$ cat src/design/vsp_pkg.sv
// vsp_pkg: shared constants for the velocity sentence parser
// character codes, parameter defaults and the power-of-ten table
// no dependencies
`timescale 1ns / 1ps

package vsp_pkg;

    // parameter defaults
    localparam int DEF_FRAME_BYTES     = 128;
    localparam int DEF_FRACTION_DIGITS = 3;

    // magnitude clamp while digits accumulate and after scaling
    localparam logic [31:0] MAG_LIMIT = 32'h8000_0000;
    localparam logic [31:0] POS_MAX   = 32'h7FFF_FFFF;

    // character codes
    localparam logic [7:0] CH_NUL   = 8'h00;
    localparam logic [7:0] CH_TAB   = 8'h09;
    localparam logic [7:0] CH_LF    = 8'h0A;
    localparam logic [7:0] CH_VT    = 8'h0B;
    localparam logic [7:0] CH_FF    = 8'h0C;
    localparam logic [7:0] CH_CR    = 8'h0D;
    localparam logic [7:0] CH_SPACE = 8'h20;
    localparam logic [7:0] CH_STAR  = 8'h2A;
    localparam logic [7:0] CH_PLUS  = 8'h2B;
    localparam logic [7:0] CH_COMMA = 8'h2C;
    localparam logic [7:0] CH_MINUS = 8'h2D;
    localparam logic [7:0] CH_DOT   = 8'h2E;
    localparam logic [7:0] CH_ZERO  = 8'h30;
    localparam logic [7:0] CH_NINE  = 8'h39;
    localparam logic [7:0] CH_COLON = 8'h3A;
    localparam logic [7:0] CH_B     = 8'h42;
    localparam logic [7:0] CH_I     = 8'h49;

    // 10 to the power k
    function automatic logic [31:0] pow10(input logic [2:0] k);
        logic [31:0] r;
        begin
            unique case (k)
                3'd0: r = 32'd1;
                3'd1: r = 32'd10;
                3'd2: r = 32'd100;
                3'd3: r = 32'd1000;
                3'd4: r = 32'd10000;
                3'd5: r = 32'd100000;
                3'd6: r = 32'd1000000;
                3'd7: r = 32'd10000000;
            endcase
            return r;
        end
    endfunction

endpackage

$ cat src/design/velocity_sentence_parser_top.sv
// velocity_sentence_parser_top: streaming parser for bottom-track BI velocity sentences
// holds the byte register, parser state and result register
// depends on vsp_pkg and vsp_scale
`timescale 1ns / 1ps

// Takes one received character per item on rx_byte and, for every complete
// ":BI,<x>,<y>,<z>,<err>,<status>" line that ends in a line feed, gives one
// result: the four velocities in thousandths by default (FRACTION_DIGITS digits of
// fraction, extra digits truncated, saturated to signed 32 bits), the latest
// status character and a wrapping count of accepted frames. Carriage returns
// are dropped, a colon restarts a frame, and frames reaching FRAME_BYTES
// characters or with a bad header give nothing. The block takes one byte
// every cycle while it is not stalled: a byte is held in the input register,
// where its whole parse step (digit accumulate, or the power-of-ten scaling
// multiply at the end of a number) runs, then the state and the result register
// load. A line feed passes through the input register and then loads the result
// register. Input only stalls while a finished result waits in the result register
// with out_ready low and the next byte is already held.
module velocity_sentence_parser_top
    import vsp_pkg::*;
#(
    parameter int FRAME_BYTES     = DEF_FRAME_BYTES,
    parameter int FRACTION_DIGITS = DEF_FRACTION_DIGITS
)
(
    input  logic               clk,
    input  logic               rst_n,
    // byte channel
    input  logic               in_valid,
    output logic               in_ready,
    input  logic [7:0]         rx_byte,
    // result channel
    output logic               out_valid,
    input  logic               out_ready,
    output logic signed [31:0] vel_x,
    output logic signed [31:0] vel_y,
    output logic signed [31:0] vel_z,
    output logic signed [31:0] vel_err,
    output logic [7:0]         status_char,
    output logic [31:0]        frame_total
);

    // frame length counter just holds FRAME_BYTES-1
    localparam int LEN_W = $clog2(FRAME_BYTES);
    localparam logic [LEN_W-1:0] LEN_LIMIT = LEN_W'(FRAME_BYTES - 1);
    localparam logic [2:0] FD = 3'(FRACTION_DIGITS);

    // parse phases
    localparam logic [3:0] PH_IDLE   = 4'd0;
    localparam logic [3:0] PH_H1     = 4'd1;
    localparam logic [3:0] PH_H2     = 4'd2;
    localparam logic [3:0] PH_H3     = 4'd3;
    localparam logic [3:0] PH_FSTART = 4'd4;
    localparam logic [3:0] PH_FWS    = 4'd5;
    localparam logic [3:0] PH_FSIGN  = 4'd6;
    localparam logic [3:0] PH_FDOT   = 4'd7;
    localparam logic [3:0] PH_FINT   = 4'd8;
    localparam logic [3:0] PH_FFRAC  = 4'd9;
    localparam logic [3:0] PH_STAT   = 4'd10;
    localparam logic [3:0] PH_END    = 4'd11;

    // input register
    logic       byte_valid_reg;
    logic [7:0] byte_reg;
    logic       advance;

    // parser state
    logic [LEN_W-1:0] len_reg, len_next;
    logic [3:0]       phase_reg, phase_next;
    logic [2:0]       field_reg, field_next;
    logic [31:0]      acc_reg [4];
    logic [31:0]      acc_next [4];
    logic             neg_reg, neg_next;
    logic [2:0]       frac_reg, frac_next;
    logic [7:0]       status_reg, status_next;
    logic [31:0]      count_reg, count_next;
    logic             cand_ok_reg, cand_ok_next;
    logic [7:0]       cand_chr_reg, cand_chr_next;
    logic             pend_ok_reg, pend_ok_next;
    logic [7:0]       pend_chr_reg, pend_chr_next;

    // result register
    logic               out_valid_reg;
    logic signed [31:0] vel_x_reg, vel_y_reg, vel_z_reg, vel_err_reg;
    logic [7:0]         status_out_reg;
    logic [31:0]        total_out_reg;

    // datapath helpers
    logic [31:0] acc_cur;
    logic [35:0] acc_ext;
    logic [35:0] acc_mul;
    logic [31:0] acc_dig;
    logic signed [31:0] fin_val;
    logic [7:0]  c;
    logic        c_ws;
    logic        c_sign;
    logic        c_digit;
    logic        emit;

    assign c = byte_reg;
    assign c_ws = (c == CH_SPACE) || (c == CH_TAB) || (c == CH_VT) || (c == CH_FF);
    assign c_sign = (c == CH_PLUS) || (c == CH_MINUS);
    assign c_digit = (c >= CH_ZERO) && (c <= CH_NINE);

    // accumulate one decimal digit into the current field, clamped
    assign acc_cur = acc_reg[field_reg[1:0]];
    assign acc_ext = {4'd0, acc_cur};
    assign acc_mul = (acc_ext << 3) + (acc_ext << 1) + {28'd0, c - CH_ZERO};
    assign acc_dig = (acc_mul > {4'd0, MAG_LIMIT}) ? MAG_LIMIT : acc_mul[31:0];

    // end-of-number scaling for the current field
    vsp_scale #(
        .FRACTION_DIGITS(FRACTION_DIGITS)
    ) u_scale (
        .mag       (acc_cur),
        .frac_seen (frac_reg),
        .neg       (neg_reg),
        .value     (fin_val)
    );

    // handshake: the byte stage moves on when the result register can take it
    assign advance  = byte_valid_reg && (!out_valid_reg || out_ready);
    assign in_ready = !byte_valid_reg || advance;

    always_comb
    begin
        logic do_te;
        logic again;
        logic in_frame;
        do_te = 1'b0;
        again = 1'b0;
        emit = 1'b0;
        len_next = len_reg;
        phase_next = phase_reg;
        field_next = field_reg;
        for (int i = 0; i < 4; i++)
        begin
            acc_next[i] = acc_reg[i];
        end
        neg_next = neg_reg;
        frac_next = frac_reg;
        status_next = status_reg;
        count_next = count_reg;
        cand_ok_next = cand_ok_reg;
        cand_chr_next = cand_chr_reg;
        pend_ok_next = pend_ok_reg;
        pend_chr_next = pend_chr_reg;
        in_frame = (phase_reg >= PH_FSTART) && (phase_reg <= PH_END);

        priority if (c == CH_COLON)
        begin
            // colon always opens a fresh frame
            len_next = LEN_W'(1);
            phase_next = PH_H1;
            field_next = 3'd0;
            for (int i = 0; i < 4; i++)
            begin
                acc_next[i] = 32'd0;
            end
            neg_next = 1'b0;
            frac_next = 3'd0;
            cand_ok_next = 1'b0;
            cand_chr_next = 8'd0;
            pend_ok_next = 1'b0;
            pend_chr_next = 8'd0;
        end
        else if (c == CH_LF)
        begin
            do_te = in_frame;
            emit = in_frame;
            len_next = '0;
        end
        else if (len_reg >= LEN_LIMIT)
        begin
            // overlong frame is dropped
            len_next = '0;
            phase_next = PH_IDLE;
        end
        else if (c == CH_CR)
        begin
            len_next = len_reg;
        end
        else
        begin
            len_next = len_reg + LEN_W'(1);
            if (c == CH_NUL)
            begin
                if (in_frame)
                begin
                    do_te = 1'b1;
                end
                else
                begin
                    phase_next = PH_IDLE;
                end
            end
            else
            begin
                // first parse pass on the stored phase
                unique case (phase_reg)
                    PH_H1: phase_next = (c == CH_B) ? PH_H2 : PH_IDLE;
                    PH_H2: phase_next = (c == CH_I) ? PH_H3 : PH_IDLE;
                    PH_H3: phase_next = (c == CH_COMMA) ? PH_FSTART : PH_IDLE;
                    PH_FSTART, PH_FWS, PH_FSIGN:
                    begin
                        if (phase_reg == PH_FSTART && c == CH_COMMA)
                        begin
                            // empty field, value stays zero
                            field_next = field_reg + 3'd1;
                            neg_next = 1'b0;
                            frac_next = 3'd0;
                            cand_ok_next = 1'b0;
                            cand_chr_next = 8'd0;
                            phase_next = (field_next >= 3'd4) ? PH_STAT : PH_FSTART;
                        end
                        else if (phase_reg != PH_FSIGN && c_ws)
                        begin
                            if (!cand_ok_reg && c != CH_SPACE)
                            begin
                                cand_ok_next = 1'b1;
                                cand_chr_next = c;
                            end
                            phase_next = PH_FWS;
                        end
                        else if (phase_reg != PH_FSIGN && c_sign)
                        begin
                            if (!cand_ok_reg)
                            begin
                                cand_ok_next = 1'b1;
                                cand_chr_next = c;
                            end
                            neg_next = (c == CH_MINUS);
                            phase_next = PH_FSIGN;
                        end
                        else if (c == CH_DOT)
                        begin
                            if (!cand_ok_reg)
                            begin
                                cand_ok_next = 1'b1;
                                cand_chr_next = c;
                            end
                            phase_next = PH_FDOT;
                        end
                        else if (c_digit)
                        begin
                            acc_next[field_reg[1:0]] = acc_dig;
                            phase_next = PH_FINT;
                        end
                        else
                        begin
                            // not a number: take status, zero this field
                            if (cand_ok_reg)
                            begin
                                if (cand_chr_reg != CH_STAR)
                                begin
                                    pend_ok_next = 1'b1;
                                    pend_chr_next = cand_chr_reg;
                                end
                            end
                            else if (c != CH_STAR)
                            begin
                                pend_ok_next = 1'b1;
                                pend_chr_next = c;
                            end
                            if (field_reg < 3'd4)
                            begin
                                acc_next[field_reg[1:0]] = 32'd0;
                            end
                            phase_next = PH_END;
                        end
                    end
                    PH_FDOT:
                    begin
                        if (c_digit)
                        begin
                            phase_next = PH_FFRAC;
                            if (frac_reg < FD)
                            begin
                                acc_next[field_reg[1:0]] = acc_dig;
                                frac_next = frac_reg + 3'd1;
                            end
                        end
                        else
                        begin
                            if (cand_ok_reg)
                            begin
                                if (cand_chr_reg != CH_STAR)
                                begin
                                    pend_ok_next = 1'b1;
                                    pend_chr_next = cand_chr_reg;
                                end
                            end
                            else if (c != CH_STAR)
                            begin
                                pend_ok_next = 1'b1;
                                pend_chr_next = c;
                            end
                            if (field_reg < 3'd4)
                            begin
                                acc_next[field_reg[1:0]] = 32'd0;
                            end
                            phase_next = PH_END;
                        end
                    end
                    PH_FINT, PH_FFRAC:
                    begin
                        if (c_digit)
                        begin
                            if (phase_reg == PH_FINT)
                            begin
                                acc_next[field_reg[1:0]] = acc_dig;
                            end
                            else if (frac_reg < FD)
                            begin
                                acc_next[field_reg[1:0]] = acc_dig;
                                frac_next = frac_reg + 3'd1;
                            end
                        end
                        else if (c == CH_DOT && phase_reg == PH_FINT)
                        begin
                            phase_next = PH_FFRAC;
                        end
                        else
                        begin
                            // number done, move on and reparse this char
                            acc_next[field_reg[1:0]] = fin_val;
                            field_next = field_reg + 3'd1;
                            neg_next = 1'b0;
                            frac_next = 3'd0;
                            cand_ok_next = 1'b0;
                            cand_chr_next = 8'd0;
                            phase_next = (field_next >= 3'd4) ? PH_STAT : PH_FSTART;
                            again = (c != CH_COMMA);
                        end
                    end
                    PH_STAT:
                    begin
                        if (c != CH_SPACE)
                        begin
                            if (c != CH_STAR)
                            begin
                                pend_ok_next = 1'b1;
                                pend_chr_next = c;
                            end
                            phase_next = PH_END;
                        end
                    end
                    default:
                    begin
                        phase_next = phase_reg;
                    end
                endcase

                // second pass: separator right after a number, fresh field
                if (again)
                begin
                    if (phase_next == PH_STAT)
                    begin
                        if (c != CH_SPACE)
                        begin
                            if (c != CH_STAR)
                            begin
                                pend_ok_next = 1'b1;
                                pend_chr_next = c;
                            end
                            phase_next = PH_END;
                        end
                    end
                    else if (c_ws)
                    begin
                        if (c != CH_SPACE)
                        begin
                            cand_ok_next = 1'b1;
                            cand_chr_next = c;
                        end
                        phase_next = PH_FWS;
                    end
                    else if (c_sign)
                    begin
                        cand_ok_next = 1'b1;
                        cand_chr_next = c;
                        neg_next = (c == CH_MINUS);
                        phase_next = PH_FSIGN;
                    end
                    else if (c == CH_DOT)
                    begin
                        cand_ok_next = 1'b1;
                        cand_chr_next = c;
                        phase_next = PH_FDOT;
                    end
                    else
                    begin
                        if (c != CH_STAR)
                        begin
                            pend_ok_next = 1'b1;
                            pend_chr_next = c;
                        end
                        acc_next[field_next[1:0]] = 32'd0;
                        phase_next = PH_END;
                    end
                end
            end
        end

        // end of text: close the open number or fail a half-started field
        if (do_te)
        begin
            if (phase_reg == PH_FWS || phase_reg == PH_FSIGN || phase_reg == PH_FDOT)
            begin
                if (cand_ok_reg && cand_chr_reg != CH_STAR)
                begin
                    pend_ok_next = 1'b1;
                    pend_chr_next = cand_chr_reg;
                end
                if (field_reg < 3'd4)
                begin
                    acc_next[field_reg[1:0]] = 32'd0;
                end
            end
            else if (phase_reg == PH_FINT || phase_reg == PH_FFRAC)
            begin
                acc_next[field_reg[1:0]] = fin_val;
            end
            phase_next = PH_END;
        end

        if (emit)
        begin
            if (pend_ok_next)
            begin
                status_next = pend_chr_next;
            end
            count_next = count_reg + 32'd1;
        end

        if (c == CH_LF)
        begin
            phase_next = PH_IDLE;
        end
    end

    // input register
    always_ff @(posedge clk or negedge rst_n)
    begin
        if (!rst_n)
        begin
            byte_valid_reg <= 1'b0;
        end
        else if (in_ready)
        begin
            byte_valid_reg <= in_valid;
        end
    end

    always_ff @(posedge clk)
    begin
        if (in_valid && in_ready)
        begin
            byte_reg <= rx_byte;
        end
    end

    // parser state, loads when the held item moves on
    always_ff @(posedge clk or negedge rst_n)
    begin
        if (!rst_n)
        begin
            len_reg <= '0;
            phase_reg <= PH_IDLE;
            field_reg <= 3'd0;
            for (int i = 0; i < 4; i++)
            begin
                acc_reg[i] <= 32'd0;
            end
            neg_reg <= 1'b0;
            frac_reg <= 3'd0;
            status_reg <= 8'd0;
            count_reg <= 32'd0;
            cand_ok_reg <= 1'b0;
            cand_chr_reg <= 8'd0;
            pend_ok_reg <= 1'b0;
            pend_chr_reg <= 8'd0;
        end
        else if (advance)
        begin
            len_reg <= len_next;
            phase_reg <= phase_next;
            field_reg <= field_next;
            for (int i = 0; i < 4; i++)
            begin
                acc_reg[i] <= acc_next[i];
            end
            neg_reg <= neg_next;
            frac_reg <= frac_next;
            status_reg <= status_next;
            count_reg <= count_next;
            cand_ok_reg <= cand_ok_next;
            cand_chr_reg <= cand_chr_next;
            pend_ok_reg <= pend_ok_next;
            pend_chr_reg <= pend_chr_next;
        end
    end

    // result register
    always_ff @(posedge clk or negedge rst_n)
    begin
        if (!rst_n)
        begin
            out_valid_reg <= 1'b0;
        end
        else if (advance && emit)
        begin
            out_valid_reg <= 1'b1;
        end
        else if (out_ready)
        begin
            out_valid_reg <= 1'b0;
        end
    end

    always_ff @(posedge clk)
    begin
        if (advance && emit)
        begin
            vel_x_reg <= $signed(acc_next[0]);
            vel_y_reg <= $signed(acc_next[1]);
            vel_z_reg <= $signed(acc_next[2]);
            vel_err_reg <= $signed(acc_next[3]);
            status_out_reg <= status_next;
            total_out_reg <= count_next;
        end
    end

    assign out_valid   = out_valid_reg;
    assign vel_x       = vel_x_reg;
    assign vel_y       = vel_y_reg;
    assign vel_z       = vel_z_reg;
    assign vel_err     = vel_err_reg;
    assign status_char = status_out_reg;
    assign frame_total = total_out_reg;

endmodule

$ cat src/design/vsp_scale.sv
// vsp_scale: turns a digit magnitude into a signed value in fixed-point units
// pads missing fraction digits by a power of ten, applies sign, saturates
// depends on vsp_pkg
`timescale 1ns / 1ps

module vsp_scale
    import vsp_pkg::*;
#(
    parameter int FRACTION_DIGITS = DEF_FRACTION_DIGITS
)
(
    input  logic [31:0]        mag,
    input  logic [2:0]         frac_seen,
    input  logic               neg,
    output logic signed [31:0] value
);

    localparam int SCALE_W = $clog2((10 ** FRACTION_DIGITS) + 1);
    localparam int PROD_W  = 32 + SCALE_W;
    localparam logic [2:0] FD = 3'(FRACTION_DIGITS);

    logic [2:0]        pad;
    logic [31:0]       scale_full;
    logic [SCALE_W-1:0] scale;
    logic [PROD_W-1:0] prod;
    logic [31:0]       clamped;

    always_comb
    begin
        pad = (FD > frac_seen) ? (FD - frac_seen) : 3'd0;
        scale_full = pow10(pad);
        scale = scale_full[SCALE_W-1:0];
        prod = {{SCALE_W{1'b0}}, mag} * {{32{1'b0}}, scale};
        if (prod > PROD_W'(MAG_LIMIT))
        begin
            clamped = MAG_LIMIT;
        end
        else
        begin
            clamped = prod[31:0];
        end
        if (neg)
        begin
            value = $signed(32'd0 - clamped);
        end
        else if (clamped > POS_MAX)
        begin
            value = $signed(POS_MAX);
        end
        else
        begin
            value = $signed(clamped);
        end
    end

endmodule
$ cat config.mk
export PLATFORM = sky130hd
export DESIGN_NAME = velocity_sentence_parser_top
export DESIGN_NICKNAME = d
export VERILOG_FILES = /design/src/design/vsp_pkg.sv /design/src/design/velocity_sentence_parser_top.sv /design/src/design/vsp_scale.sv
export SDC_FILE = /design/constraint.sdc
export NUM_CORES = 2
export LEC_CHECK = 0
export BUFFER_PORTS_ARGS = -buffer_cell sky130_fd_sc_hd__buf_2
export CORE_MARGIN = 5
export CORE_UTILIZATION = 35
export CTS_BUF_LIST = sky130_fd_sc_hd__clkbuf_4 sky130_fd_sc_hd__clkbuf_8
export CTS_CLUSTER_SIZE = 16
export DETAILED_ROUTE_END_ITERATION = 10
export HOLD_SLACK_MARGIN = 0.08
export SYNTH_ARGS = -nofsm -noshare
export SYNTH_HDL_FRONTEND = slang
export SYNTH_SLANG_ARGS = --single-unit
$ cat constraint.sdc
create_clock -name clk -period 14.33 [get_ports clk]
set_clock_uncertainty 0.2 [all_clocks]
set_input_delay 2.866 -clock clk [delete_from_list [all_inputs] [get_ports clk]]
set_output_delay 2.866 -clock clk [all_outputs]
set_load 0.01 [all_outputs]
==> reports/qor.txt <==
RUN STATUS
-------------------------------------------------------------------------------------------
Status                                                                         complete, but fails checks
Violated checks                                                                max-capacitance violations, max-slew violations

DETAILED ROUTING
-------------------------------------------------------------------------------------------
DRT Pass-1 Iters                                                                          6
DRC violations left                                                                       0
Count of nets left with antenna violations after detail routing                           0
Routed wire length per instance                                                34.9 microns
Sum of routed wire length over all layers                                      234000 microns
Ratio of routed vias to standard cells                                                 6.77
Detailed-route via count                                                              45.4k
Number of design-rule violations left by the first detailed-router iteration           7186

GRT
-------------------------------------------------------------------------------------------
First-pass GRT wire length                                                     327000 microns
Maximum number of pins on one net before global-route repair                            143
Total routing resource utilization after global routing                               36.0%
Number of global-route vias before repair                                             43.0k
Antenna violations before repair                                                         35
Residual overflow from global routing                                                     0

TIMING
-------------------------------------------------------------------------------------------
Period minus WS final                                                              12.74 ns
Final Setup Violations                                                                    0
Unrepaired setup endpoints after global routing                                          no
Period utilisation layout                                                             88.9%
Setup TNS                                                                              0 ns
Number of pins exceeding their max-slew limit in the final report                         6
Post-route setup slack                                                              1.59 ns
Max_slew headroom                                                                    -5.39%
Final hold violations                                                                     0
Slew at the pin with the worst max-slew slack                                       1.57 ns
Fmax                                                                               78.5 MHz

CLOCKING
-------------------------------------------------------------------------------------------
Root cell of the clock tree                                                    sky130_fd_sc_hd__clkbuf_8
Hold-fix buffers, CTS                                                                     0
Maximum level of the CTS H-tree                                                           3
TritonCTS sink count                                                                    382
Number of resized instances in the post-cts repair step                                   0
Clock tree from TritonCTS                                                             built
Post-CTS Setup Repair Bufs                                                                0
Latest clock arrival within the worst-skew pair                                     0.73 ns
Maximum clock insertion buffer count                                                      3
Clock slew at reported path FFs                                                     0.06 ns
Total CTS buffers                                                                        69

WORST SETUP PATH
-------------------------------------------------------------------------------------------
Critical register-to-register path startpoint                                   frac_reg[1]
Max incr delay on CP                                                                0.88 ns
Worst setup slack for register-to-register paths                                    1.59 ns
Reg-to-reg endpoint                                                              vel_err[6]
Depth of the worst register-to-register path                                             34
Data required time of the critical path                                            14.70 ns
Crit path DAT                                                                      13.11 ns
Max Fanout on Critical Path                                                              55
Worst setup EP type                                                                register
Type of the worst setup path                                                   register to register
Worst Setup Start Kind                                                             register
Highest-delay cell along the critical path                                     sky130_fd_sc_hd__nand3_1

SYNTH
-------------------------------------------------------------------------------------------
Count of distinct cell types in the synthesized netlist                                 107
Synth Flop Type                                                                sky130_fd_sc_hd__dfrtp_1
Number of enable-type register cells in the synthesized netlist                         176
Number of warnings reported in the yosys synthesis log                                    0
Synthesis-stage register bit count                                                      382
Async S/R FF share, synth                                                             53.9%
Post-synthesis instance total                                                          4974
Post-Synthesis Cell Area                                                        41300 sq um
Average cell area after synthesis                                                8.29 sq um
Sequential share of the synthesized area                                              25.3%

PLACEMENT
-------------------------------------------------------------------------------------------
Number of buffers added on ports                                                        181
Placement Setup Slack                                                               2.12 ns
HPWL after detailed placement                                                  174000 microns
Placer's final routability congestion estimate                                         1.09
Post-place instance area                                                        44300 sq um

FLOORPLANNING
-------------------------------------------------------------------------------------------
Overall die height                                                              353 microns
Die W                                                                           353 microns
Ports placed on the boundary                                                            182
Total core area                                                                118000 sq um
Floorplan die area                                                             125000 sq um
Initial core utilization                                                              35.1%
Cell row count                                                                          126

MIN PATH
-------------------------------------------------------------------------------------------
Hold depth                                                                                1
Type of the most critical hold path                                            register to register
Critical hold path startpoint                                                  count_reg[31]
Worst Hold End                                                                 count_reg[31]

FINAL LAYOUT
-------------------------------------------------------------------------------------------
Layout cell share with drive strength beyond 1                                        12.5%
Max FFs per register                                                                    128
Layout overhead on the synthesized area                                               11.3%
Area of all placed cells without fillers                                        45900 sq um
Count of fill cells added during filler insertion                                     12.2k
Net count of the finished layout                                                       5495

RUN
-------------------------------------------------------------------------------------------
Max Cap Violations                                                                        1

logic make-up (layout without fill, tap and decap cells):
| logic type | after synthesis | count (layout) | synth area share, % |
|---|---|---|---|
| flip-flops | 382 | 382 | 25.3 |
| adder cells (fa/ha/maj) | 396 | 396 | 16.5 |
| AO/OA/AOI/OAI | 1683 | 1683 | 27.4 |
| AND/OR/NAND/NOR | 1674 | 1674 | 19.1 |
| other | 2 | 56 | 0.0182 |
| buffers and inverters | 621 | 760 | 5.74 |
| XOR/XNOR | 109 | 109 | 2.31 |
| multiplexers | 107 | 107 | 3.72 |
layer usage:
metal,track usage (%),routed length (microns),share of wire [%]
met5,0,151,0.065
met4,27.6,22900,9.8
met3,11.3,27700,12
met2,52.3,96200,41
met1,44.3,86900,37
layout by cell type, fill, tap and decap left out, drive strengths merged, types with 152 or more instances in the layout:
| cell | count |
|---|---|
| nand2 | 623 |
| o21ai | 399 |
| a21oi | 393 |
| nor2 | 361 |
| buf | 336 |
| inv | 299 |
| fa | 244 |
| dfrtp | 206 |
| edfxtp | 176 |
| ha | 152 |
cells in the mapped netlist (45+ instances only):
cell type                  instances  area share [%]
sky130_fd_sc_hd__mux2_2           51             1.4
sky130_fd_sc_hd__and3_1           93             1.4
sky130_fd_sc_hd__o31ai_1          46            0.84
sky130_fd_sc_hd__nor2_1          360             3.3
sky130_fd_sc_hd__nor3_1          114             1.4
sky130_fd_sc_hd__a211oi_1         51            0.93
sky130_fd_sc_hd__nand2_1         622             5.7
sky130_fd_sc_hd__nand3_1         139             1.7
sky130_fd_sc_hd__a21oi_1         389             4.7
sky130_fd_sc_hd__a22oi_1          70             1.3
sky130_fd_sc_hd__ha_1            152             4.6
sky130_fd_sc_hd__a221oi_1         72             1.5
sky130_fd_sc_hd__o221ai_1         58             1.2
sky130_fd_sc_hd__edfxtp_1        176              13
sky130_fd_sc_hd__xnor2_1          46            0.98
sky130_fd_sc_hd__fa_1            244              12
sky130_fd_sc_hd__o21ai_0         388             4.7
sky130_fd_sc_hd__a21o_1           64             1.2
sky130_fd_sc_hd__xor2_1           63             1.3
sky130_fd_sc_hd__o22ai_1          64            0.97
sky130_fd_sc_hd__and2_1           76             1.2
sky130_fd_sc_hd__dfrtp_1         206              12
sky130_fd_sc_hd__a221o_1          45             1.1
sky130_fd_sc_hd__nand2b_1         51            0.77
sky130_fd_sc_hd__a31oi_1          58            0.88
sky130_fd_sc_hd__inv_1           295             2.7
sky130_fd_sc_hd__o211ai_1         56             1.0
sky130_fd_sc_hd__clkbuf_1        288             2.6
critical path, delay by kind of cell (launching register included):
family | cells | cell delay, ns
AOI/OAI and AO/OA | 5 | 1.61
adders and majority gates | 8 | 3.99
and+or+nand+nor | 14 | 4.84
DFF | 1 | 0.44
buffers and inverters | 7 | 1.48
stage by stage:
stage	hold WS, ns	util, %	cells
after floorplan	0.251	-	5004
after global placement	0.276	37.7	6552
after detailed placement	0.283	37.7	6552
after CTS	0.292	39.0	6679
after global routing	0.307	39.0	6681
final	0.288	39.0	6703
how the worst max path moves through the flow:
stage / startpoint / endpoint
finish: frac_reg[1] / vel_err[6]
global route: frac_reg[1] / acc_reg[38]
CTS: frac_reg[1] / acc_reg[38]
detailed placement: frac_reg[1] / acc_reg[6]
global placement: frac_reg[1] / acc_reg[6]
floorplan: field_reg[0] / vel_z[20]
area by class of cell:
| type | instances | area [sq um] | area share (%) |
|---|---|---|---|
| tap | 1536 | 1920 | 4.19 |
| antenna | 24 | 60.1 | 0.131 |
| sequential | 382 | 10400 | 22.7 |
| timing repair buffer | 336 | 2100 | 4.58 |
| inverter | 297 | 1120 | 2.44 |
| clock inverter | 24 | 273 | 0.594 |
| clock buffer | 103 | 1240 | 2.71 |
| multi-input combinational | 4001 | 28800 | 62.6 |
Power is not shown: default switching activity piles up to over one toggle a cycle in this logic, so the estimate is an artifact.
